File: src/hdl/greedy_word_wrap_macros.svh
`ifndef GREEDY_WORD_WRAP_MACROS_SVH
`define GREEDY_WORD_WRAP_MACROS_SVH

// Clocked assertion, disabled while in reset.
`define GWW_ASSERT(lbl, prop, msg) \
    lbl: assert property (@(posedge clk) disable iff (!rst_n) prop) else $error(msg);

// Same-cycle implication.
`define GWW_ASSERT_IMPLY(lbl, ante, cons, msg) \
    `GWW_ASSERT(lbl, (ante) |-> (cons), msg)

`endif

File: src/hdl/gww_pkg.sv
package gww_pkg;

    localparam int HOLD_DEPTH_DEFAULT = 64;
    localparam int CHAR_W             = 8;
    localparam int COL_W              = 7;
    localparam int WIDTH_W            = 6;

    localparam logic [CHAR_W-1:0]  NEWLINE_CODE     = 8'd10;
    localparam logic [CHAR_W-1:0]  SPACE_CODE       = 8'd32;
    localparam logic [COL_W-1:0]   COLUMN_MAX       = 7'd127;
    localparam logic [WIDTH_W-1:0] LINE_WIDTH_RESET = 6'd60;

    // register index taken from paddr[2]
    localparam logic REG_LINE_WIDTH = 1'b0;

    typedef enum logic [2:0] {
        ST_IDLE,
        ST_RD,
        ST_WAIT,
        ST_EMIT,
        ST_WRITE
    } state_t;

    typedef struct packed {
        logic accept;
        logic rd_issue;
        logic load_held;
        logic load_direct;
        logic do_write;
    } dp_cmd_t;

    typedef struct packed {
        logic rel_now;
        logic direct_now;
        logic write_now;
        logic direct_pend;
        logic write_pend;
        logic rel_last;
        logic out_free;
    } dp_status_t;

endpackage

File: src/hdl/greedy_word_wrap.sv
// Greedy word wrap over a byte stream.
// Slave stream: one text byte per request in s_tdata, s_tlast marks end of text.
// Master stream: bytes in original order, some spaces rewritten as newline;
// m_tlast marks the final byte produced for one input request.
// Bytes from the most recent space onward are held in a RAM until the break
// point is known; with no pending space a byte passes straight through.
// APB port: register 0 (address 0) is line_width, 6 bits, reset 60.
// Sequence: a pass-through byte is accepted, then loaded into the output
// register; a byte that is held is accepted, then written to the RAM. Each
// released held byte takes a read and a load, set by the single registered
// RAM read port, so a new request is accepted only after all released bytes
// are loaded. A pass-through byte is loaded into the output in ST_EMIT.
// A finished result sits in the output register while the next request is
// accepted. When the receiver stalls, the output register holds and the
// controller waits; no data is dropped.
// Reset clears the count, pending space and column and sets the width to 60;
// the hold RAM is not cleared and needs no clearing pass.
module greedy_word_wrap #(
    parameter int HOLD_DEPTH = gww_pkg::HOLD_DEPTH_DEFAULT
) (
    input  logic        clk,
    input  logic        rst_n,
    // [7:0] char_in
    input  logic [7:0]  s_tdata,
    input  logic        s_tlast,
    input  logic        s_tvalid,
    output logic        s_tready,
    // [7:0] char_out
    output logic [7:0]  m_tdata,
    output logic        m_tlast,
    output logic        m_tvalid,
    input  logic        m_tready,
    input  logic        psel,
    input  logic        penable,
    input  logic        pwrite,
    input  logic [2:0]  paddr,
    input  logic [31:0] pwdata,
    output logic [31:0] prdata,
    output logic        pready
);

    gww_pkg::dp_cmd_t    cmd;
    gww_pkg::dp_status_t status;

    assign pready = 1'b1;

    gww_ctrl u_ctrl (
        .clk      (clk),
        .rst_n    (rst_n),
        .s_tvalid (s_tvalid),
        .s_tready (s_tready),
        .status   (status),
        .cmd      (cmd)
    );

    gww_datapath #(
        .HOLD_DEPTH (HOLD_DEPTH)
    ) u_dp (
        .clk      (clk),
        .rst_n    (rst_n),
        .s_tdata  (s_tdata),
        .s_tlast  (s_tlast),
        .m_tdata  (m_tdata),
        .m_tlast  (m_tlast),
        .m_tvalid (m_tvalid),
        .m_tready (m_tready),
        .psel     (psel),
        .penable  (penable),
        .pwrite   (pwrite),
        .paddr    (paddr),
        .pwdata   (pwdata),
        .prdata   (prdata),
        .cmd      (cmd),
        .status   (status)
    );

endmodule

File: src/hdl/gww_ram.sv
module gww_ram #(
    parameter int WIDTH = 8,
    parameter int DEPTH = 64
) (
    input  logic                     clk,
    input  logic                     we,
    input  logic [$clog2(DEPTH)-1:0] waddr,
    input  logic [WIDTH-1:0]         wdata,
    input  logic                     re,
    input  logic [$clog2(DEPTH)-1:0] raddr,
    output logic [WIDTH-1:0]         rdata
);

    logic [WIDTH-1:0] mem [DEPTH];
    logic [WIDTH-1:0] rdata_reg;

    always_ff @(posedge clk)
    begin
        if (we)
        begin
            mem[waddr] <= wdata;
        end
        if (re)
        begin
            rdata_reg <= mem[raddr];
        end
    end

    assign rdata = rdata_reg;

endmodule

File: src/hdl/gww_ctrl.sv
module gww_ctrl (
    input  logic                clk,
    input  logic                rst_n,
    input  logic                s_tvalid,
    output logic                s_tready,
    input  gww_pkg::dp_status_t status,
    output gww_pkg::dp_cmd_t    cmd
);

    gww_pkg::state_t state_reg;
    gww_pkg::state_t state_next;

    always_ff @(posedge clk or negedge rst_n)
    begin
        if (!rst_n)
        begin
            state_reg <= gww_pkg::ST_IDLE;
        end
        else
        begin
            state_reg <= state_next;
        end
    end

    always_comb
    begin
        state_next = state_reg;
        case (state_reg)
            gww_pkg::ST_IDLE:
            begin
                if (s_tvalid)
                begin
                    if (status.rel_now)
                    begin
                        state_next = gww_pkg::ST_RD;
                    end
                    else if (status.direct_now)
                    begin
                        state_next = gww_pkg::ST_EMIT;
                    end
                    else if (status.write_now)
                    begin
                        state_next = gww_pkg::ST_WRITE;
                    end
                end
            end
            gww_pkg::ST_RD:
            begin
                state_next = gww_pkg::ST_WAIT;
            end
            gww_pkg::ST_WAIT:
            begin
                if (status.out_free)
                begin
                    if (!status.rel_last)
                    begin
                        state_next = gww_pkg::ST_RD;
                    end
                    else if (status.direct_pend)
                    begin
                        state_next = gww_pkg::ST_EMIT;
                    end
                    else if (status.write_pend)
                    begin
                        state_next = gww_pkg::ST_WRITE;
                    end
                    else
                    begin
                        state_next = gww_pkg::ST_IDLE;
                    end
                end
            end
            gww_pkg::ST_EMIT:
            begin
                if (status.out_free)
                begin
                    state_next = gww_pkg::ST_IDLE;
                end
            end
            gww_pkg::ST_WRITE:
            begin
                state_next = gww_pkg::ST_IDLE;
            end
            default:
            begin
                state_next = gww_pkg::ST_IDLE;
            end
        endcase
    end

    always_comb
    begin
        cmd      = '0;
        s_tready = 1'b0;
        case (state_reg)
            gww_pkg::ST_IDLE:
            begin
                s_tready   = 1'b1;
                cmd.accept = s_tvalid;
            end
            gww_pkg::ST_RD:
            begin
                cmd.rd_issue = 1'b1;
            end
            gww_pkg::ST_WAIT:
            begin
                cmd.load_held = status.out_free;
            end
            gww_pkg::ST_EMIT:
            begin
                cmd.load_direct = status.out_free;
            end
            gww_pkg::ST_WRITE:
            begin
                cmd.do_write = 1'b1;
            end
            default:
            begin
                cmd = '0;
            end
        endcase
    end

endmodule

File: src/hdl/gww_datapath.sv
`include "greedy_word_wrap_macros.svh"

module gww_datapath #(
    parameter int HOLD_DEPTH = gww_pkg::HOLD_DEPTH_DEFAULT
) (
    input  logic                clk,
    input  logic                rst_n,
    // [7:0] char_in
    input  logic [7:0]          s_tdata,
    input  logic                s_tlast,
    // [7:0] char_out
    output logic [7:0]          m_tdata,
    output logic                m_tlast,
    output logic                m_tvalid,
    input  logic                m_tready,
    input  logic                psel,
    input  logic                penable,
    input  logic                pwrite,
    input  logic [2:0]          paddr,
    input  logic [31:0]         pwdata,
    output logic [31:0]         prdata,
    input  gww_pkg::dp_cmd_t    cmd,
    output gww_pkg::dp_status_t status
);

    localparam int CNT_W = $clog2(HOLD_DEPTH);
    localparam logic [CNT_W-1:0] FULL_AT = CNT_W'(HOLD_DEPTH - 1);

    logic [gww_pkg::WIDTH_W-1:0] line_width_reg;
    logic [CNT_W-1:0]            held_count_reg, held_count_next;
    logic                        space_pending_reg, space_pending_next;
    logic [gww_pkg::COL_W-1:0]   column_reg, column_next;

    logic [CNT_W-1:0]            rel_count_reg, rel_idx_reg;
    logic                        rewrite_reg, direct_reg, write_reg;
    logic [gww_pkg::CHAR_W-1:0]  direct_val_reg, wr_data_reg;
    logic [CNT_W-1:0]            wr_addr_reg;

    logic                        out_valid_reg, out_valid_next;
    logic [gww_pkg::CHAR_W-1:0]  out_data_reg;
    logic                        out_last_reg;

    logic                        rel_c, rew_c, direct_c, write_c;
    logic [gww_pkg::CHAR_W-1:0]  dval_c;
    logic [CNT_W-1:0]            waddr_c;
    logic [gww_pkg::COL_W-1:0]   col_inc;
    logic                        over_c, rel_last_c, out_free_c;
    logic [gww_pkg::CHAR_W-1:0]  ram_rdata;
    logic                        cfg_wr;

    assign cfg_wr = psel && penable && pwrite && (paddr[2] == gww_pkg::REG_LINE_WIDTH);
    assign prdata = (paddr[2] == gww_pkg::REG_LINE_WIDTH)
                  ? {26'd0, line_width_reg} : 32'd0;

    assign col_inc = (column_reg == gww_pkg::COLUMN_MAX)
                   ? gww_pkg::COLUMN_MAX : column_reg + 7'd1;
    assign over_c  = column_reg > {1'b0, line_width_reg};

    // per-item decision: release held, then emit direct byte or store it
    always_comb
    begin
        rel_c              = 1'b0;
        rew_c              = 1'b0;
        direct_c           = 1'b1;
        write_c            = 1'b0;
        dval_c             = s_tdata;
        waddr_c            = '0;
        held_count_next    = held_count_reg;
        space_pending_next = space_pending_reg;
        column_next        = col_inc;
        if (s_tdata == gww_pkg::NEWLINE_CODE)
        begin
            rel_c              = held_count_reg != '0;
            held_count_next    = '0;
            space_pending_next = 1'b0;
            column_next        = '0;
        end
        else if (s_tdata == gww_pkg::SPACE_CODE)
        begin
            rel_c = space_pending_reg && (held_count_reg != '0);
            if (over_c)
            begin
                dval_c             = gww_pkg::NEWLINE_CODE;
                held_count_next    = '0;
                space_pending_next = 1'b0;
                column_next        = '0;
            end
            else
            begin
                direct_c           = 1'b0;
                write_c            = 1'b1;
                held_count_next    = CNT_W'(1);
                space_pending_next = 1'b1;
            end
        end
        else if (space_pending_reg)
        begin
            if (over_c)
            begin
                rel_c              = held_count_reg != '0;
                rew_c              = 1'b1;
                held_count_next    = '0;
                space_pending_next = 1'b0;
                column_next        = gww_pkg::COL_W'(held_count_reg);
            end
            else if (held_count_reg >= FULL_AT)
            begin
                rel_c              = 1'b1;
                held_count_next    = '0;
                space_pending_next = 1'b0;
            end
            else
            begin
                direct_c        = 1'b0;
                write_c         = 1'b1;
                waddr_c         = held_count_reg;
                held_count_next = held_count_reg + CNT_W'(1);
            end
        end
        if (s_tlast)
        begin
            // end of text: stored byte goes out directly after the release
            if (write_c)
            begin
                rel_c    = held_count_reg != '0;
                write_c  = 1'b0;
                direct_c = 1'b1;
            end
            held_count_next    = '0;
            space_pending_next = 1'b0;
            column_next        = '0;
        end
    end

    assign rel_last_c = rel_idx_reg == (rel_count_reg - CNT_W'(1));
    assign out_free_c = !out_valid_reg || m_tready;

    always_comb
    begin
        status.rel_now     = rel_c;
        status.direct_now  = direct_c;
        status.write_now   = write_c;
        status.direct_pend = direct_reg;
        status.write_pend  = write_reg;
        status.rel_last    = rel_last_c;
        status.out_free    = out_free_c;
    end

    always_comb
    begin
        out_valid_next = out_valid_reg;
        if (cmd.load_held || cmd.load_direct)
        begin
            out_valid_next = 1'b1;
        end
        else if (m_tready)
        begin
            out_valid_next = 1'b0;
        end
    end

    always_ff @(posedge clk or negedge rst_n)
    begin
        if (!rst_n)
        begin
            line_width_reg    <= gww_pkg::LINE_WIDTH_RESET;
            held_count_reg    <= '0;
            space_pending_reg <= 1'b0;
            column_reg        <= '0;
            out_valid_reg     <= 1'b0;
            direct_reg        <= 1'b0;
            write_reg         <= 1'b0;
            rel_idx_reg       <= '0;
            rel_count_reg     <= '0;
        end
        else
        begin
            out_valid_reg <= out_valid_next;
            if (cfg_wr)
            begin
                line_width_reg <= pwdata[gww_pkg::WIDTH_W-1:0];
            end
            if (cmd.accept)
            begin
                held_count_reg    <= held_count_next;
                space_pending_reg <= space_pending_next;
                column_reg        <= column_next;
                direct_reg        <= direct_c;
                write_reg         <= write_c;
                rel_count_reg     <= held_count_reg;
                rel_idx_reg       <= '0;
            end
            else if (cmd.load_held)
            begin
                rel_idx_reg <= rel_idx_reg + CNT_W'(1);
            end
        end
    end

    always_ff @(posedge clk)
    begin
        if (cmd.accept)
        begin
            rewrite_reg    <= rew_c;
            direct_val_reg <= dval_c;
            wr_addr_reg    <= waddr_c;
            wr_data_reg    <= s_tdata;
        end
        if (cmd.load_held)
        begin
            out_data_reg <= (rewrite_reg && (rel_idx_reg == '0))
                          ? gww_pkg::NEWLINE_CODE : ram_rdata;
            out_last_reg <= rel_last_c && !direct_reg;
        end
        else if (cmd.load_direct)
        begin
            out_data_reg <= direct_val_reg;
            out_last_reg <= 1'b1;
        end
    end

    gww_ram #(
        .WIDTH (gww_pkg::CHAR_W),
        .DEPTH (HOLD_DEPTH)
    ) u_hold (
        .clk   (clk),
        .we    (cmd.do_write),
        .waddr (wr_addr_reg),
        .wdata (wr_data_reg),
        .re    (cmd.rd_issue),
        .raddr (rel_idx_reg),
        .rdata (ram_rdata)
    );

    assign m_tvalid = out_valid_reg;
    assign m_tdata  = out_data_reg;
    assign m_tlast  = out_last_reg;

    `GWW_ASSERT_IMPLY(a_held_needs_space, held_count_reg != '0, space_pending_reg,
                      "held bytes without a pending space")
    `GWW_ASSERT_IMPLY(a_rel_in_range, cmd.load_held, rel_idx_reg < rel_count_reg,
                      "release index past held count")
    `GWW_ASSERT_IMPLY(a_load_when_free, cmd.load_held || cmd.load_direct, out_free_c,
                      "output register overwritten")
    `GWW_ASSERT(a_count_bound, held_count_reg <= FULL_AT, "held count above limit")

endmodule

File: config.mk
export PLATFORM = sky130hd
export DESIGN_NAME = greedy_word_wrap
export DESIGN_NICKNAME = d
export VERILOG_FILES = /design/src/hdl/gww_pkg.sv /design/src/hdl/greedy_word_wrap.sv /design/src/hdl/gww_ram.sv /design/src/hdl/gww_ctrl.sv /design/src/hdl/gww_datapath.sv
export VERILOG_INCLUDE_DIRS = /design/src /design/src/hdl
export SDC_FILE = /design/constraint.sdc
export NUM_CORES = 1
export LEC_CHECK = 0
export ABC_AREA = 1
export BUFFER_PORTS_ARGS = -buffer_cell sky130_fd_sc_hd__buf_2
export CORE_MARGIN = 2
export CORE_UTILIZATION = 25
export DETAILED_ROUTE_END_ITERATION = 10
export SLEW_MARGIN = 10
export SYNTH_ARGS = -nofsm -noshare
export SYNTH_HDL_FRONTEND = slang
export SYNTH_HIERARCHICAL = 1
export SYNTH_SLANG_ARGS = --single-unit
File: constraint.sdc
create_clock -name clk -period 3.8 [get_ports clk]
set_clock_uncertainty 0.15 [all_clocks]
set_input_delay 0.19 -clock clk [delete_from_list [all_inputs] [get_ports clk]]
set_output_delay 0.19 -clock clk [all_outputs]
set_load 0.02 [all_outputs]
## Yosys cells after proc, flatten, opt, wreduce, memory -nomap -nowiden

Memories as Yosys holds them, arrays and structs flattened. A register that Yosys moved wholly into a read port is not among the register bits.
Index checks and enable logic that the tools add are counted.
W data, S select, Z words.

- Bits of input ports: 51
- Output and inout bits: 44
- Memory bits (writable): 512
- Logic and storage cells: 123
- Memories kept: 1
- Register bits after elaboration: 69

- $add $sub $neg: 4
- Bitwise gates (word level): 2
- Order comparisons: 2
- Reduce and logical (&&, ||, !) cells: 21
- Muxes and demuxes: 66
- Equal/unequal tests: 12

Memories:

| name | words | bits a word | rd ports | clocked after Yosys merged registers in | write ports | RTL line | source |
|---|---|---|---|---|---|---|---|
| u_dp.u_hold.mem | 64 | 8 | 1 | 1 | 1 | gww_ram.sv:14 | `logic [WIDTH-1:0] mem [DEPTH];` |

Operators with widths:

| kind | number |
|---|---|
| $mux W6 | 9 |
| $mux W7 | 7 |
| $mux W8 | 6 |
| $mux W1 | 34 |
| $mux W3 | 9 |
| $add A6 B1 Y6 const B | 2 |
| $pmux W3 S4 | 1 |
| $eq A8 B4 Y1 const B | 1 |
| $eq A8 B6 Y1 const B | 1 |
| $add A7 B1 Y7 const B | 1 |
| $eq A7 B7 Y1 const B | 1 |
| $gt A7 B6 Y1 | 1 |
| $eq A3 B2 Y1 const B | 2 |
| $eq A6 B6 Y1 | 1 |
| $ge A6 B6 Y1 const B | 1 |
| $logic_and A1 B1 Y1 | 6 |
| $logic_not A6 Y1 | 1 |
| $reduce_bool A2 Y1 | 3 |
| $reduce_bool A6 Y1 | 1 |
| $sub A6 B1 Y6 const B | 1 |
| $reduce_or A5 Y1 | 1 |
| $ne A2 B1 Y1 const B | 2 |
| $ne A4 B1 Y1 const B | 1 |
| $reduce_and A4 Y1 | 1 |
| 10 further kinds | 13 |

## Depth between registers and ports, before layout

Gate-level depths: netlist of the first run.

- Depth after elaboration: 12
- Mapped depth: 20
- Depth with buffers taken out: 19

## By module

The synthesis of the first run kept the hierarchy.

Modules (own cells, without submodules):

| module | area each (µm²) | sequential area each (µm²) | times used | cells an instance |
|---|---|---|---|---|
| gww_ram | 21,419.3 | 15,615.0 | 1 | 1,805 |
| gww_datapath | 3,838.7 | 1,816.7 | 1 | 456 |
| gww_ctrl | 277.8 | 75.1 | 1 | 47 |
| greedy_word_wrap | 11.3 | 0.0 | 1 | 2 |

## Least setup slack after synthesis of the first run

OpenSTA, ideal clock, no wires.

- Path type: register to register
- From: reg u_ctrl.state_reg[0]
- To: reg u_dp/column_reg[6] (netlist name)
- Path buffers: 1
- Stages on the path, launching flop included: 11
- Arrival time: 2,609 ps
- Library setup time: 77 ps
- Slack: 964 ps
- Data required time: 3,573 ps
- Clock period less this slack: 2,836 ps
- Cells stage by stage: dfrtp_1 > nor2_2 > nand2_4 > nor2_1 > buf_2 > clkinv_1 > nor2_1 > nand2_2 > inv_2 > nand3_1 > o21ai_1

RTL lines:

| what | RTL line | source |
|---|---|---|
| start: declaration | gww_ctrl.sv:10 | `gww_pkg::state_t state_reg;` |
| start signal: assignment | gww_ctrl.sv:17 | `state_reg <= gww_pkg::ST_IDLE;` |
| start signal: assignment | gww_ctrl.sv:21 | `state_reg <= state_next;` |
| end signal: assignment | gww_datapath.sv:187 | `column_reg <= column_next;` |
| end: declaration | gww_datapath.sv:32 | `logic [gww_pkg::COL_W-1:0] column_reg, column_next;` |

==> run_summary.xml, run 1 <==
<?xml version="1.0" encoding="UTF-8"?>
<metrics>
  <group name="yosys">
    <metric name="netlist-cell-type-count" unit="">42</metric>
    <metric name="yosys.area_share.adder" unit="">0.005877</metric>
    <metric name="synth_edf_count" unit="">552</metric>
    <metric name="total_standard_cell_area_after_synthesis" unit="µm²">25550</metric>
    <metric name="avgSynthCellArea" unit="µm²">11.06</metric>
    <metric name="ys.flop_type" unit="">sky130_fd_sc_hd__edfxtp_1</metric>
    <metric name="yosysWarnings" unit="">6</metric>
    <metric name="post_synth_mux_area_share" unit="">0</metric>
    <metric name="synth_top_family_by_area" unit="">simple AND/OR/NAND/NOR gates</metric>
    <metric name="synth-async-reset-ratio" unit="">0.06282</metric>
    <metric name="synthCells" unit="">2310</metric>
    <metric name="simple_gate_share_of_the_synthesized_area" unit="">0.2405</metric>
    <metric name="post-synth-top-area-cell" unit="">sky130_fd_sc_hd__edfxtp_1</metric>
    <metric name="netlist_top_cells_area" unit="">sky130_fd_sc_hd__edfxtp_1 65%, sky130_fd_sc_hd__nand2_1 11%, sky130_fd_sc_hd__nand3_1 9.3%</metric>
    <metric name="post_synth_xor_area_fraction" unit="">0.003771</metric>
    <metric name="ys_ff_latch" unit="">589</metric>
    <metric name="synth_compound_gate_area_share" unit="">0.008424</metric>
    <metric name="netlist.area_leader.share" unit="">0.6488</metric>
    <metric name="seq_area_frac_synth" unit="">0.6853</metric>
  </group>
  <group name="global_route">
    <metric name="grt_pass1_vias" unit="">15590</metric>
    <metric name="grt-ovfl-total" unit="">0</metric>
    <metric name="grt_use_total" unit="">0.1137</metric>
    <metric name="met3_usage_in_global_routing" unit="">0.01761</metric>
    <metric name="antenna_violations_before_repair" unit="">0</metric>
    <metric name="grt_busiest_layer" unit="">met2</metric>
    <metric name="largest_net_degree_at_the_start_of_global_routing" unit="">113</metric>
    <metric name="grt.met2_usage" unit="">0.1833</metric>
    <metric name="global_route_wire_length_before_repair" unit="µm">92500</metric>
    <metric name="grtUsageMet1" unit="">0.1580</metric>
  </group>
  <group name="clock_tree">
    <metric name="tritoncts_num_sinks" unit="">589</metric>
    <metric name="root_buffer" unit="">sky130_fd_sc_hd__clkbuf_16</metric>
    <metric name="path_clk_slew" unit="ns">0.06</metric>
    <metric name="cts.path.max_buffers" unit="">3</metric>
    <metric name="clk-insertion-delay-late" unit="ns">0.64</metric>
    <metric name="gates_resized_cts_repair" unit="">0</metric>
    <metric name="tritoncts_clock_tree" unit="">built</metric>
    <metric name="cts_htree_levels" unit="">2</metric>
    <metric name="cts_buffers" unit="">60</metric>
  </group>
  <group name="timing">
    <metric name="tns" unit="ns">0</metric>
    <metric name="clock.fmax" unit="GHz">0.3635</metric>
    <metric name="max_slew.worst_pin.slew" unit="ns">1.248</metric>
    <metric name="period_needed" unit="ns">2.751</metric>
    <metric name="min_period_over_period" unit="">0.7240</metric>
    <metric name="rsz0062_at_grt" unit="">false</metric>
    <metric name="finalSetupViolations" unit="">0</metric>
    <metric name="report.final.hold_viol_count" unit="">0</metric>
    <metric name="fin_max_slew_vios" unit="">0</metric>
    <metric name="slew_headroom" unit="">0.1677</metric>
  </group>
  <group name="route">
    <metric name="drc" unit="">0</metric>
    <metric name="overall_via_count_from_detail_route" unit="">16690</metric>
    <metric name="route.antenna.remaining_nets" unit="">0</metric>
    <metric name="iteration_count_of_the_initial_detailed_routing_pass" unit="">5</metric>
    <metric name="drt_iter0_drc" unit="">1497</metric>
    <metric name="vias_per_cell" unit="">4.429</metric>
    <metric name="finalWirelength" unit="µm">60270</metric>
    <metric name="routedWlPerCell" unit="µm">16.00</metric>
  </group>
  <group name="power_and_ir_drop">
    <metric name="cellLeakagePower" unit="nW">10.60</metric>
    <metric name="internal_power" unit="W">0.01269</metric>
    <metric name="vdd.ir_drop.worst" unit="V">0.0005700</metric>
    <metric name="cellPowerDensity" unit="nW/µm²">694.1</metric>
    <metric name="power_frac_clock" unit="">0.278</metric>
    <metric name="power.sequential.fraction" unit="">0.397</metric>
    <metric name="p_sw_frac" unit="">0.3704</metric>
    <metric name="power.net_switching" unit="W">0.007463</metric>
    <metric name="power.combinational.fraction" unit="">0.326</metric>
  </group>
  <group name="final_layout">
    <metric name="multi_input_comb_area" unit="µm²">6714</metric>
    <metric name="nets" unit="">2413</metric>
    <metric name="fillCellCount" unit="">10390</metric>
    <metric name="registers.top_by_ff_count" unit="">u_dp/u_hold/mem</metric>
    <metric name="areaGrowthSynthToFinish" unit="%">13.63</metric>
    <metric name="seqCellArea" unit="µm²">17520</metric>
    <metric name="largest_reg_flops" unit="">512</metric>
    <metric name="fin_area" unit="µm²">29030</metric>
    <metric name="antenna-diode-count" unit="">0</metric>
    <metric name="final_layout_size_suffix_gt1_frac" unit="">0.09254</metric>
    <metric name="finish.cell_count_without_fillers" unit="">3767</metric>
    <metric name="final_core_utilization" unit="">0.2857</metric>
  </group>
  <group name="floorplanning">
    <metric name="die_width" unit="µm">323.7</metric>
    <metric name="ios" unit="">95</metric>
    <metric name="die-height" unit="µm">323.7</metric>
    <metric name="rows" unit="">117</metric>
    <metric name="floorplan.core_area" unit="µm²">101600</metric>
    <metric name="floorplan.initialDensity" unit="">0.2515</metric>
    <metric name="design.die.area" unit="µm²">104800</metric>
  </group>
  <group name="worst_setup_path">
    <metric name="kind_of_capture_point_of_the_worst_setup_path" unit="">register</metric>
    <metric name="worst_setup_path_start_kind" unit="">register</metric>
    <metric name="data_arrival_time_of_the_worst_path" unit="ns">2.94</metric>
    <metric name="crit_type" unit="">reg2reg</metric>
    <metric name="timing.critical_path.fanout_max" unit="">45</metric>
    <metric name="cp.required" unit="ns">3.98</metric>
  </group>
  <group name="worst_hold_path">
    <metric name="min-delay-path-class" unit="">in2async</metric>
  </group>
  <group name="placed_design">
    <metric name="port_buffers" unit="">39</metric>
    <metric name="placed_cell_area" unit="µm²">26930</metric>
    <metric name="detailed_place_hpwl" unit="µm">34850</metric>
    <metric name="dp_cells" unit="">3632</metric>
    <metric name="gp_routability_congestion" unit="">0.8038</metric>
  </group>
  <group name="job">
    <metric name="cap_viol_max_count" unit="">0</metric>
  </group>
  <group name="outcome">
    <metric name="outcome" unit="">complete, no violations</metric>
  </group>
</metrics>
synth_stat cells (all sizes together) (2+ instances only):
library cell,instances
conb,2
a21oi,19
o21ai,19
dfrtp,33
nor3,9
ha,12
and2,2
inv,80
buf,135
nand4,24
nand2,766
nor4,8
dfstp,4
edfxtp,552
clkbuf,25
nor2,126
xor2,10
nand3,477
layer usage:
| metal | up-vias | wire [µm] | share of wire |
|---|---|---|---|
| met1 | 8053 | 26840 | 0.45 |
| met4 | 0 | 1472 | 0.024 |
| met3 | 91 | 3971 | 0.066 |
| li1 | 8000 | - | - |
| met2 | 541 | 27990 | 0.46 |
| met5 | - | 0 | 0 |
worst max-delay path: stages, from the launching register on:
cell	delay [ns]
sky130_fd_sc_hd__dfrtp_4	0.61
sky130_fd_sc_hd__inv_4	0.48
sky130_fd_sc_hd__buf_12	0.34
sky130_fd_sc_hd__nand3_1	0.11
sky130_fd_sc_hd__nand3_1	0.11
sky130_fd_sc_hd__nand2_1	0.11
sky130_fd_sc_hd__nand2_1	0.08
sky130_fd_sc_hd__nand3_1	0.12
sky130_fd_sc_hd__nand3_1	0.17
sky130_fd_sc_hd__nand2_1	0.14
power groups by stage:
stage / clock network (W) / registers (W) / logic (W)
after global placement: 0 / 0.00811 / 0.00646
after global routing: 0.00595 / 0.00803 / 0.00727
after floorplan: 0 / 0.00818 / 0.00465
after CTS: 0.00571 / 0.00799 / 0.00655
final: 0.00560 / 0.00799 / 0.00656
after detailed placement: 0 / 0.00812 / 0.00649
placed cells by master (no fill, tap or decap), types with 2 or more instances in the layout:
cell,count
sky130_fd_sc_hd__nand3_1,473
sky130_fd_sc_hd__nand2_1,755
sky130_fd_sc_hd__o21ai_1,6
sky130_fd_sc_hd__clkinv_1,15
sky130_fd_sc_hd__nand3_4,2
sky130_fd_sc_hd__clkbuf_16,61
sky130_fd_sc_hd__conb_1,27
sky130_fd_sc_hd__dlygate4sd3_1,24
sky130_fd_sc_hd__o21ai_0,13
sky130_fd_sc_hd__nor2_2,11
sky130_fd_sc_hd__dfrtp_4,2
sky130_fd_sc_hd__edfxtp_1,552
sky130_fd_sc_hd__xor2_1,10
sky130_fd_sc_hd__nand2_4,3
sky130_fd_sc_hd__clkbuf_1,17
sky130_fd_sc_hd__nor2_4,4
sky130_fd_sc_hd__nand3_2,2
sky130_fd_sc_hd__nor2_1,111
sky130_fd_sc_hd__bufinv_16,3
sky130_fd_sc_hd__inv_1,67
sky130_fd_sc_hd__nor3_1,9
sky130_fd_sc_hd__nand4_1,23
sky130_fd_sc_hd__dfrtp_1,30
sky130_fd_sc_hd__inv_2,10
sky130_fd_sc_hd__dfstp_2,4
sky130_fd_sc_hd__nand2_2,8
sky130_fd_sc_hd__inv_4,2
sky130_fd_sc_hd__ha_1,12
sky130_fd_sc_hd__nor4_1,8
sky130_fd_sc_hd__buf_4,42
sky130_fd_sc_hd__clkinv_2,10
sky130_fd_sc_hd__buf_2,39
sky130_fd_sc_hd__inv_6,3
sky130_fd_sc_hd__a21oi_1,18
sky130_fd_sc_hd__buf_12,8
layout make-up:
| class | count | share of cell area |
|---|---|---|
| clock inverter | 33 | 0.009396 |
| timing repair buffer | 113 | 0.03138 |
| multi-input combinational | 1505 | 0.2313 |
| sequential | 589 | 0.6034 |
| tap | 1368 | 0.05896 |
| inverter | 81 | 0.01082 |
| clock buffer | 78 | 0.05478 |
metrics by stage:
stage	hold WS [ns]	worst slack, ns	power, W
final	0.08684	1.049	0.02015
after global routing	0.1398	0.9513	0.02126
after CTS	0.09511	1.089	0.02025
after detailed placement	0.2189	1.113	0.01461
after global placement	0.2170	1.101	0.01458
after floorplan	-0.2556	0.9644	0.01282
worst paths after layout:
path | slack, ns | from | cells past startpoint | endpoint
max | 1.05 | u_dp/rel_idx_reg[1]$_DFFE_PN0P_ | 9 | u_dp/u_hold/rdata[5]$_DFFE_PP_
max in group asynchronous | 2.73 | rst_n | 2 | u_dp/rel_idx_reg[1]$_DFFE_PN0P_
min reg2reg | 0.37 | u_dp/held_count_reg[3]$_DFFE_PN0P_ | 2 | u_dp/rel_count_reg[3]$_DFFE_PN0P_
max reg2reg | 1.05 | u_dp/rel_idx_reg[1]$_DFFE_PN0P_ | 9 | u_dp/u_hold/rdata[5]$_DFFE_PP_
min in group clk | 0.16 | s_tdata[1] | 2 | u_dp/wr_data_reg[1]$_DFFE_PP_
min | 0.09 | rst_n | 2 | u_dp/m_tvalid$_DFFE_PN0P_
logic make-up after synthesis:
kind of cell    after synthesis
simple gates               1414
xor+xnor                     11
other cells                   2
compound gates               41
buf+inv                     241
fa+ha+maj                    12
flops                       589
timing repair:
item / 4_1_cts / 5_1_grt
hold buffers: 24 / 0
hold endpoints to repair: 82 / 0
setup endpoints to repair: 0 / 0
buffers inserted: 0 / 0
(Power assumes the default switching activity.)
==> run 2, diff against run 1 <==
==> constraint.sdc (replaced) <==
create_clock -name clk -period 2.8 [get_ports clk]
set_clock_uncertainty 0.15 [all_clocks]
set_input_delay 0.14 -clock clk [delete_from_list [all_inputs] [get_ports clk]]
set_output_delay 0.14 -clock clk [all_outputs]
set_load 0.02 [all_outputs]
==> run_summary.xml, run 2 (synthesized netlist as in run 1, its figures left out) <==
<?xml version="1.0" encoding="UTF-8"?>
<metrics>
  <group name="final_layout">
    <metric name="areaGrowthSynthToFinish" unit="%">17.15</metric>
    <metric name="registers.top_by_ff_count" unit="">u_dp/u_hold/mem</metric>
    <metric name="final_core_utilization" unit="">0.2946</metric>
    <metric name="largest_reg_flops" unit="">512</metric>
    <metric name="antenna-diode-count" unit="">0</metric>
    <metric name="layout.cells.most_common_list" unit="">755 x sky130_fd_sc_hd__nand2_1, 552 x sky130_fd_sc_hd__edfxtp_1, 473 x sky130_fd_sc_hd__nand3_1</metric>
    <metric name="final_layout_size_suffix_gt1_frac" unit="">0.1223</metric>
    <metric name="commonest_non_fill_non_tap_cell_in_the_layout" unit="">sky130_fd_sc_hd__nand2_1</metric>
    <metric name="fin_area" unit="µm²">29930</metric>
    <metric name="nets" unit="">2487</metric>
  </group>
  <group name="floorplanning">
    <metric name="die_width" unit="µm">323.7</metric>
    <metric name="design.die.area" unit="µm²">104800</metric>
    <metric name="floorplan.core_area" unit="µm²">101600</metric>
    <metric name="die-height" unit="µm">323.7</metric>
    <metric name="ios" unit="">95</metric>
    <metric name="floorplan.initialDensity" unit="">0.2515</metric>
    <metric name="rows" unit="">117</metric>
  </group>
  <group name="route">
    <metric name="routedWlPerCell" unit="µm">16.19</metric>
    <metric name="overall_via_count_from_detail_route" unit="">16940</metric>
    <metric name="iteration_count_of_the_initial_detailed_routing_pass" unit="">5</metric>
    <metric name="drt_iter0_drc" unit="">1455</metric>
    <metric name="vias_per_cell" unit="">4.406</metric>
    <metric name="finalWirelength" unit="µm">62250</metric>
    <metric name="route.antenna.remaining_nets" unit="">0</metric>
    <metric name="drc" unit="">0</metric>
  </group>
  <group name="worst_setup_path">
    <metric name="cp.required" unit="ns">3.15</metric>
    <metric name="r2r_setup_slack" unit="ns">0.26</metric>
    <metric name="crit_path_start" unit="">u_dp/line_width_reg[2]$_DFFE_PN1P_</metric>
    <metric name="timing.rr.start" unit="">u_dp/line_width_reg[2]$_DFFE_PN1P_</metric>
    <metric name="critPathCapture" unit="">u_ctrl/state_reg[1]$_DFFE_PN0P_</metric>
    <metric name="timing.critical_path.fanout_max" unit="">8</metric>
    <metric name="crit_type" unit="">reg2reg</metric>
    <metric name="crit-reg2reg-capture" unit="">u_ctrl/state_reg[1]$_DFFE_PN0P_</metric>
    <metric name="kind_of_capture_point_of_the_worst_setup_path" unit="">register</metric>
    <metric name="worst_setup_path_start_kind" unit="">register</metric>
    <metric name="data_arrival_time_of_the_worst_path" unit="ns">2.89</metric>
    <metric name="rr_worst_depth" unit="">18</metric>
  </group>
  <group name="power_and_ir_drop">
    <metric name="cellPowerDensity" unit="nW/µm²">943.9</metric>
    <metric name="vdd.ir_drop.worst" unit="V">0.0007310</metric>
    <metric name="cellLeakagePower" unit="nW">11.15</metric>
    <metric name="totalPowerFinal" unit="W">0.02825</metric>
  </group>
  <group name="timing">
    <metric name="period_needed" unit="ns">2.536</metric>
    <metric name="tns" unit="ns">0</metric>
    <metric name="fin_max_slew_vios" unit="">0</metric>
    <metric name="min_period_over_period" unit="">0.9057</metric>
    <metric name="finalSetupViolations" unit="">0</metric>
    <metric name="max_slew.worst_pin.slew" unit="ns">1.190</metric>
    <metric name="report.final.hold_viol_count" unit="">0</metric>
    <metric name="slew_headroom" unit="">0.2055</metric>
    <metric name="finalHoldWorstSlack" unit="ns">0.06600</metric>
    <metric name="clock.fmax" unit="GHz">0.3943</metric>
    <metric name="rsz0062_at_grt" unit="">false</metric>
  </group>
  <group name="clock_tree">
    <metric name="cts.path.max_buffers" unit="">3</metric>
    <metric name="tritoncts_num_sinks" unit="">589</metric>
    <metric name="tritoncts_clock_tree" unit="">built</metric>
    <metric name="clk-insertion-delay-late" unit="ns">0.61</metric>
    <metric name="cts_buffers" unit="">61</metric>
    <metric name="path_clk_slew" unit="ns">0.06</metric>
    <metric name="cts_htree_levels" unit="">2</metric>
    <metric name="root_buffer" unit="">sky130_fd_sc_hd__clkbuf_16</metric>
    <metric name="cts.repair_timing.setup_buffer_count" unit="">0</metric>
  </group>
  <group name="global_route">
    <metric name="grt-ovfl-total" unit="">0</metric>
    <metric name="largest_net_degree_at_the_start_of_global_routing" unit="">78</metric>
    <metric name="antenna_violations_before_repair" unit="">0</metric>
    <metric name="grt_use_total" unit="">0.1176</metric>
    <metric name="grt_pass1_vias" unit="">16360</metric>
    <metric name="global_route_wire_length_before_repair" unit="µm">95590</metric>
  </group>
  <group name="outcome">
    <metric name="outcome" unit="">complete, no violations</metric>
  </group>
  <group name="worst_hold_path">
    <metric name="min-delay-path-class" unit="">in2async</metric>
  </group>
  <group name="placed_design">
    <metric name="placed_cell_area" unit="µm²">27520</metric>
    <metric name="gp_routability_congestion" unit="">0.8374</metric>
    <metric name="detailed_place_hpwl" unit="µm">36340</metric>
    <metric name="port_buffers" unit="">39</metric>
  </group>
  <group name="job">
    <metric name="cap_viol_max_count" unit="">0</metric>
  </group>
</metrics>
[run 2: cell count changes in the layout (fill, tap and decap cells not counted), moves of 3 or more]
| cell | previous run | this run |
|---|---|---|
| sky130_fd_sc_hd__clkbuf_16 | 61 | 64 |
| sky130_fd_sc_hd__dlygate4sd3_1 | 24 | 29 |
| sky130_fd_sc_hd__clkbuf_1 | 17 | 14 |
| sky130_fd_sc_hd__clkinvlp_4 | 1 | 4 |
| sky130_fd_sc_hd__clkinv_2 | 10 | 7 |
| sky130_fd_sc_hd__clkinv_1 | 15 | 11 |
| sky130_fd_sc_hd__bufinv_16 | 3 | 8 |
| sky130_fd_sc_hd__buf_4 | 42 | 103 |
| sky130_fd_sc_hd__clkbuf_8 | 0 | 7 |
| sky130_fd_sc_hd__buf_12 | 8 | 15 |
[run 2: layout make-up]
type	count	area, µm²
Clock buffer	85	1750
Clock inverter	31	360.3
Fill cell	10320	71670
Inverter	81	314.1
Multi-Input combinational cell	1505	6716
Sequential cell	589	17520
Tap cell	1368	1712
Timing Repair Buffer	186	1559
[run 2: critical path: stages (launching register included)]
cell	delay (ns)
sky130_fd_sc_hd__dfstp_2	0.52
sky130_fd_sc_hd__inv_1	0.07
sky130_fd_sc_hd__ha_1	0.33
sky130_fd_sc_hd__a21oi_1	0.15
sky130_fd_sc_hd__nand2_1	0.07
sky130_fd_sc_hd__nand2_2	0.07
sky130_fd_sc_hd__nand2_2	0.12
sky130_fd_sc_hd__nand2_4	0.14
sky130_fd_sc_hd__nand3_1	0.08
sky130_fd_sc_hd__nand2_1	0.07
sky130_fd_sc_hd__nand2_1	0.04
sky130_fd_sc_hd__nand2_1	0.06
sky130_fd_sc_hd__inv_1	0.06
sky130_fd_sc_hd__nor2_2	0.15
sky130_fd_sc_hd__nand2_1	0.07
sky130_fd_sc_hd__nand2_1	0.09
sky130_fd_sc_hd__a21oi_2	0.07
sky130_fd_sc_hd__nand2_1	0.06
sky130_fd_sc_hd__nand2_1	0.06
[run 2: worst min-delay path by stage]
stage / from / to / slack [ns] / depth (start not counted)
global route: s_tdata[3] / u_dp/wr_data_reg[3]$_DFFE_PP_ / 0.12 / 2
finish: rst_n / u_ctrl/state_reg[1]$_DFFE_PN0P_ / 0.07 / 2
detailed placement: rst_n / u_dp/m_tvalid$_DFFE_PN0P_ / 0.17 / 1
floorplan: rst_n / u_ctrl/state_reg[0]$_DFFE_PN0P_ / -0.31 / 0
global placement: rst_n / u_dp/m_tvalid$_DFFE_PN0P_ / 0.17 / 1
CTS: rst_n / u_ctrl/state_reg[1]$_DFFE_PN0P_ / 0.05 / 2
[run 2: stage by stage]
stage | worst slack [ns] | std cells
4_1_cts | 0.2319 | 3845
3_5_place_dp | 0.2523 | 3700
6_report | 0.2639 | 3845
5_1_grt | 0.006414 | 3845
2_1_floorplan | 0.2571 | 2335
3_3_place_gp | 0.2470 | 3700
[run 2: routing by layer]
metal  global-route usage  up-vias  wire [µm]
li1                     -     8147          -
met1               0.1550     8142      27190
met2               0.1949      533      29170
met3              0.01854      118       3722
met4              0.04383        0       2163
met5                    0        -          0
[run 2: where the power goes]
part	leakage [nW]	switching (W)	internal [W]	total [W]
clock network	1.02	0.00335	0.00508	0.00843
logic	4.68	0.00630	0.00265	0.00896
registers	5.45	0.000420	0.0104	0.0109
[run 2: timing repair]
item | 4_1_cts | 5_1_grt
hold buffers | 29 | 0
endpoints found under the setup margin | 0 | 3
gates resized for setup | 0 | 1
hold endpoints to repair | 73 | 0
==> run 3, diff against run 2 <==
--- a/config.mk
+++ b/config.mk
@@ -9,8 +9,11 @@
 export ABC_AREA = 1
 export BUFFER_PORTS_ARGS = -buffer_cell sky130_fd_sc_hd__buf_2
 export CORE_MARGIN = 2
-export CORE_UTILIZATION = 25
+export CORE_UTILIZATION = 50
+export CTS_BUF_LIST = sky130_fd_sc_hd__clkbuf_8
 export DETAILED_ROUTE_END_ITERATION = 10
+export PLACE_DENSITY = 0.67
+export RECOVER_POWER = 25
 export SLEW_MARGIN = 10
 export SYNTH_ARGS = -nofsm -noshare
 export SYNTH_HDL_FRONTEND = slang
==> run_summary.xml, run 3 (synthesized netlist as in run 1, its figures left out) <==
<?xml version="1.0" encoding="UTF-8"?>
<metrics>
  <group name="route">
    <metric name="routedWlPerCell" unit="µm">19.05</metric>
    <metric name="drc" unit="">0</metric>
    <metric name="drt_iter0_drc" unit="">1725</metric>
    <metric name="overall_via_count_from_detail_route" unit="">17380</metric>
    <metric name="route.antenna.remaining_nets" unit="">0</metric>
    <metric name="iteration_count_of_the_initial_detailed_routing_pass" unit="">5</metric>
    <metric name="vias_per_cell" unit="">5.448</metric>
    <metric name="finalWirelength" unit="µm">60790</metric>
  </group>
  <group name="timing">
    <metric name="report.final.hold_viol_count" unit="">0</metric>
    <metric name="finalHoldWorstSlack" unit="ns">0.1060</metric>
    <metric name="clock.fmax" unit="GHz">0.3905</metric>
    <metric name="slew_headroom" unit="">-0.3433</metric>
    <metric name="max_slew.worst_pin.slew" unit="ns">2.015</metric>
    <metric name="timing.final.ws_setup" unit="ns">0.2392</metric>
    <metric name="rsz0062_at_grt" unit="">false</metric>
    <metric name="period_needed" unit="ns">2.561</metric>
    <metric name="finalSetupViolations" unit="">0</metric>
    <metric name="fin_max_slew_vios" unit="">41</metric>
    <metric name="min_period_over_period" unit="">0.9146</metric>
    <metric name="tns" unit="ns">0</metric>
  </group>
  <group name="worst_setup_path">
    <metric name="data_arrival_time_of_the_worst_path" unit="ns">2.97</metric>
    <metric name="cp.required" unit="ns">3.21</metric>
    <metric name="crit_type" unit="">reg2reg</metric>
    <metric name="worst_setup_path_start_kind" unit="">register</metric>
    <metric name="r2r_setup_slack" unit="ns">0.24</metric>
    <metric name="slowest_stage_cell_cp" unit="">sky130_fd_sc_hd__dfstp_2</metric>
    <metric name="timing.critical_path.max_delay_family" unit="">simple AND/OR/NAND/NOR gates</metric>
    <metric name="timing.critical_path.fanout_max" unit="">8</metric>
    <metric name="timing.rr.start" unit="">u_dp/line_width_reg[2]$_DFFE_PN1P_</metric>
    <metric name="max_stage_delay" unit="ns">0.52</metric>
    <metric name="crit_path_cell_trace" unit="">inv_1, ha_1, a21oi_1, nand2_1, nand2_2, nand2_2, nand2_4, nand3_1, nand2_1, nand2_1, nand2_1, inv_1, nor2_1, nand2_1, nand2_1, a21oi_2, nand2_1, nand2_1</metric>
    <metric name="critical_path.n_buffers_inverters" unit="">2</metric>
    <metric name="crit_path_start" unit="">u_dp/line_width_reg[2]$_DFFE_PN1P_</metric>
    <metric name="kind_of_capture_point_of_the_worst_setup_path" unit="">register</metric>
    <metric name="critPathMostFrequentCell" unit="">sky130_fd_sc_hd__nand2_1</metric>
  </group>
  <group name="clock_tree">
    <metric name="cts.repair_timing.setup_buffer_count" unit="">0</metric>
    <metric name="tritoncts_clock_tree" unit="">built</metric>
    <metric name="cts.path.max_buffers" unit="">3</metric>
    <metric name="root_buffer" unit="">sky130_fd_sc_hd__clkbuf_8</metric>
    <metric name="path_clk_slew" unit="ns">0.06</metric>
    <metric name="cts_htree_levels" unit="">3</metric>
    <metric name="tritoncts_num_sinks" unit="">589</metric>
    <metric name="clk-insertion-delay-late" unit="ns">0.67</metric>
    <metric name="cts_buffers" unit="">93</metric>
    <metric name="gates_resized_cts_repair" unit="">0</metric>
  </group>
  <group name="floorplanning">
    <metric name="rows" unit="">82</metric>
    <metric name="design.die.area" unit="µm²">52920</metric>
    <metric name="floorplan.core_area" unit="µm²">50270</metric>
    <metric name="floorplan.initialDensity" unit="">0.5082</metric>
    <metric name="ios" unit="">95</metric>
    <metric name="die_width" unit="µm">230.0</metric>
    <metric name="die-height" unit="µm">230.0</metric>
  </group>
  <group name="final_layout">
    <metric name="antenna-diode-count" unit="">0</metric>
    <metric name="areaGrowthSynthToFinish" unit="%">11.54</metric>
    <metric name="final_layout_size_suffix_gt1_frac" unit="">0.1199</metric>
    <metric name="largest_reg_flops" unit="">512</metric>
    <metric name="nets" unit="">2509</metric>
    <metric name="layout.cells.most_common_list" unit="">755 x sky130_fd_sc_hd__nand2_1, 552 x sky130_fd_sc_hd__edfxtp_1, 473 x sky130_fd_sc_hd__nand3_1</metric>
    <metric name="registers.top_by_ff_count" unit="">u_dp/u_hold/mem</metric>
    <metric name="finish.cell_count_without_fillers" unit="">3191</metric>
    <metric name="commonest_non_fill_non_tap_cell_in_the_layout" unit="">sky130_fd_sc_hd__nand2_1</metric>
  </group>
  <group name="power_and_ir_drop">
    <metric name="vdd.ir_drop.worst" unit="V">0.0009074</metric>
    <metric name="cellLeakagePower" unit="nW">11.01</metric>
    <metric name="cellPowerDensity" unit="nW/µm²">920.4</metric>
  </group>
  <group name="placed_design">
    <metric name="pre_cts_slack" unit="ns">0.2857</metric>
    <metric name="detailed_place_hpwl" unit="µm">34580</metric>
    <metric name="port_buffers" unit="">39</metric>
    <metric name="gp_routability_congestion" unit="">0.8904</metric>
    <metric name="dp_cells" unit="">2991</metric>
  </group>
  <group name="worst_hold_path">
    <metric name="hold_start" unit="">s_tdata[3]</metric>
    <metric name="min-delay-path-class" unit="">in2reg</metric>
  </group>
  <group name="outcome">
    <metric name="violated_checks" unit="">max-capacitance violations, max-slew violations</metric>
    <metric name="outcome" unit="">finished, violations left</metric>
  </group>
  <group name="global_route">
    <metric name="grt_use_total" unit="">0.2289</metric>
    <metric name="grt-ovfl-total" unit="">0</metric>
    <metric name="global_route_wire_length_before_repair" unit="µm">93420</metric>
    <metric name="largest_net_degree_at_the_start_of_global_routing" unit="">132</metric>
    <metric name="grt_pass1_vias" unit="">16650</metric>
    <metric name="antenna_violations_before_repair" unit="">0</metric>
  </group>
  <group name="job">
    <metric name="cap_viol_max_count" unit="">1</metric>
  </group>
</metrics>
==> run 3: metal layers <==
layer / vias up / global-route usage / routed length, µm
li1: 8192 / - / -
met1: 8445 / 0.3166 / 25910
met2: 651 / 0.3693 / 29160
met3: 96 / 0.03881 / 4291
met4: 0 / 0.07702 / 1428
met5: - / 0 / 0
==> run 3: area by class of cell <==
| type | instances | area, µm² |
|---|---|---|
| Fill cell | 4211 | 21780 |
| Sequential cell | 589 | 17520 |
| Multi-Input combinational cell | 1505 | 6714 |
| Timing Repair Buffer | 176 | 1406 |
| Clock buffer | 96 | 1321 |
| Tap cell | 672 | 840.8 |
| Clock inverter | 72 | 384.1 |
| Inverter | 81 | 312.8 |
==> run 3: what timing repair did <==
| action | 4_1_cts | 5_1_grt |
|---|---|---|
| hold buffers | 32 | 0 |
| setup endpoints to repair | 0 | 0 |
| endpoints found under the hold margin | 108 | 0 |
==> run 3: through the flow <==
| stage | total power, W | cell area [µm²] | utilization |
|---|---|---|---|
| after floorplan | 0.01740 | 25640 | - |
| after global placement | 0.01937 | 26500 | 0.5272 |
| after detailed placement | 0.01953 | 26500 | 0.5272 |
| after CTS | 0.02635 | 28540 | 0.5677 |
| after global routing | 0.02769 | 28490 | 0.5668 |
| final | 0.02623 | 28490 | 0.5668 |
==> run 3: worst reg2reg max path: stages (launching register included) <==
cell and delay [ns]:
sky130_fd_sc_hd__dfstp_2 0.52, sky130_fd_sc_hd__inv_1 0.07, sky130_fd_sc_hd__ha_1 0.33, sky130_fd_sc_hd__a21oi_1 0.17
sky130_fd_sc_hd__nand2_1 0.08, sky130_fd_sc_hd__nand2_2 0.07, sky130_fd_sc_hd__nand2_2 0.12, sky130_fd_sc_hd__nand2_4 0.13
sky130_fd_sc_hd__nand3_1 0.08, sky130_fd_sc_hd__nand2_1 0.07, sky130_fd_sc_hd__nand2_1 0.04, sky130_fd_sc_hd__nand2_1 0.06
sky130_fd_sc_hd__inv_1 0.05, sky130_fd_sc_hd__nor2_1 0.16, sky130_fd_sc_hd__nand2_1 0.08, sky130_fd_sc_hd__nand2_1 0.09
sky130_fd_sc_hd__a21oi_2 0.06, sky130_fd_sc_hd__nand2_1 0.06, sky130_fd_sc_hd__nand2_1 0.05
==> run 3: path summary, 6_finish.rpt <==
| path | to | cells after the start |
|---|---|---|
| max in group asynchronous | u_dp/rel_idx_reg[0]$_DFFE_PN0P_ | 4 |
| worst min register to register | u_dp/rel_count_reg[5]$_DFFE_PN0P_ | 2 |
| min in group asynchronous | u_dp/line_width_reg[2]$_DFFE_PN1P_ | 3 |
| worst min-delay path | u_dp/wr_data_reg[3]$_DFFE_PP_ | 2 |
| worst max-delay path | u_ctrl/state_reg[0]$_DFFE_PN0P_ | 18 |
| worst max register to register | u_ctrl/state_reg[0]$_DFFE_PN0P_ | 18 |
==> run 3: report_power, final <==
part | leakage, nW | internal, W | total, W | switching, W
clock | 0.986 | 0.00346 | 0.00674 | 0.00328
combinational | 4.58 | 0.00254 | 0.00870 | 0.00615
sequential | 5.45 | 0.0105 | 0.0108 | 0.000338
total | 11.0 | 0.0165 | 0.0262 | 0.00977
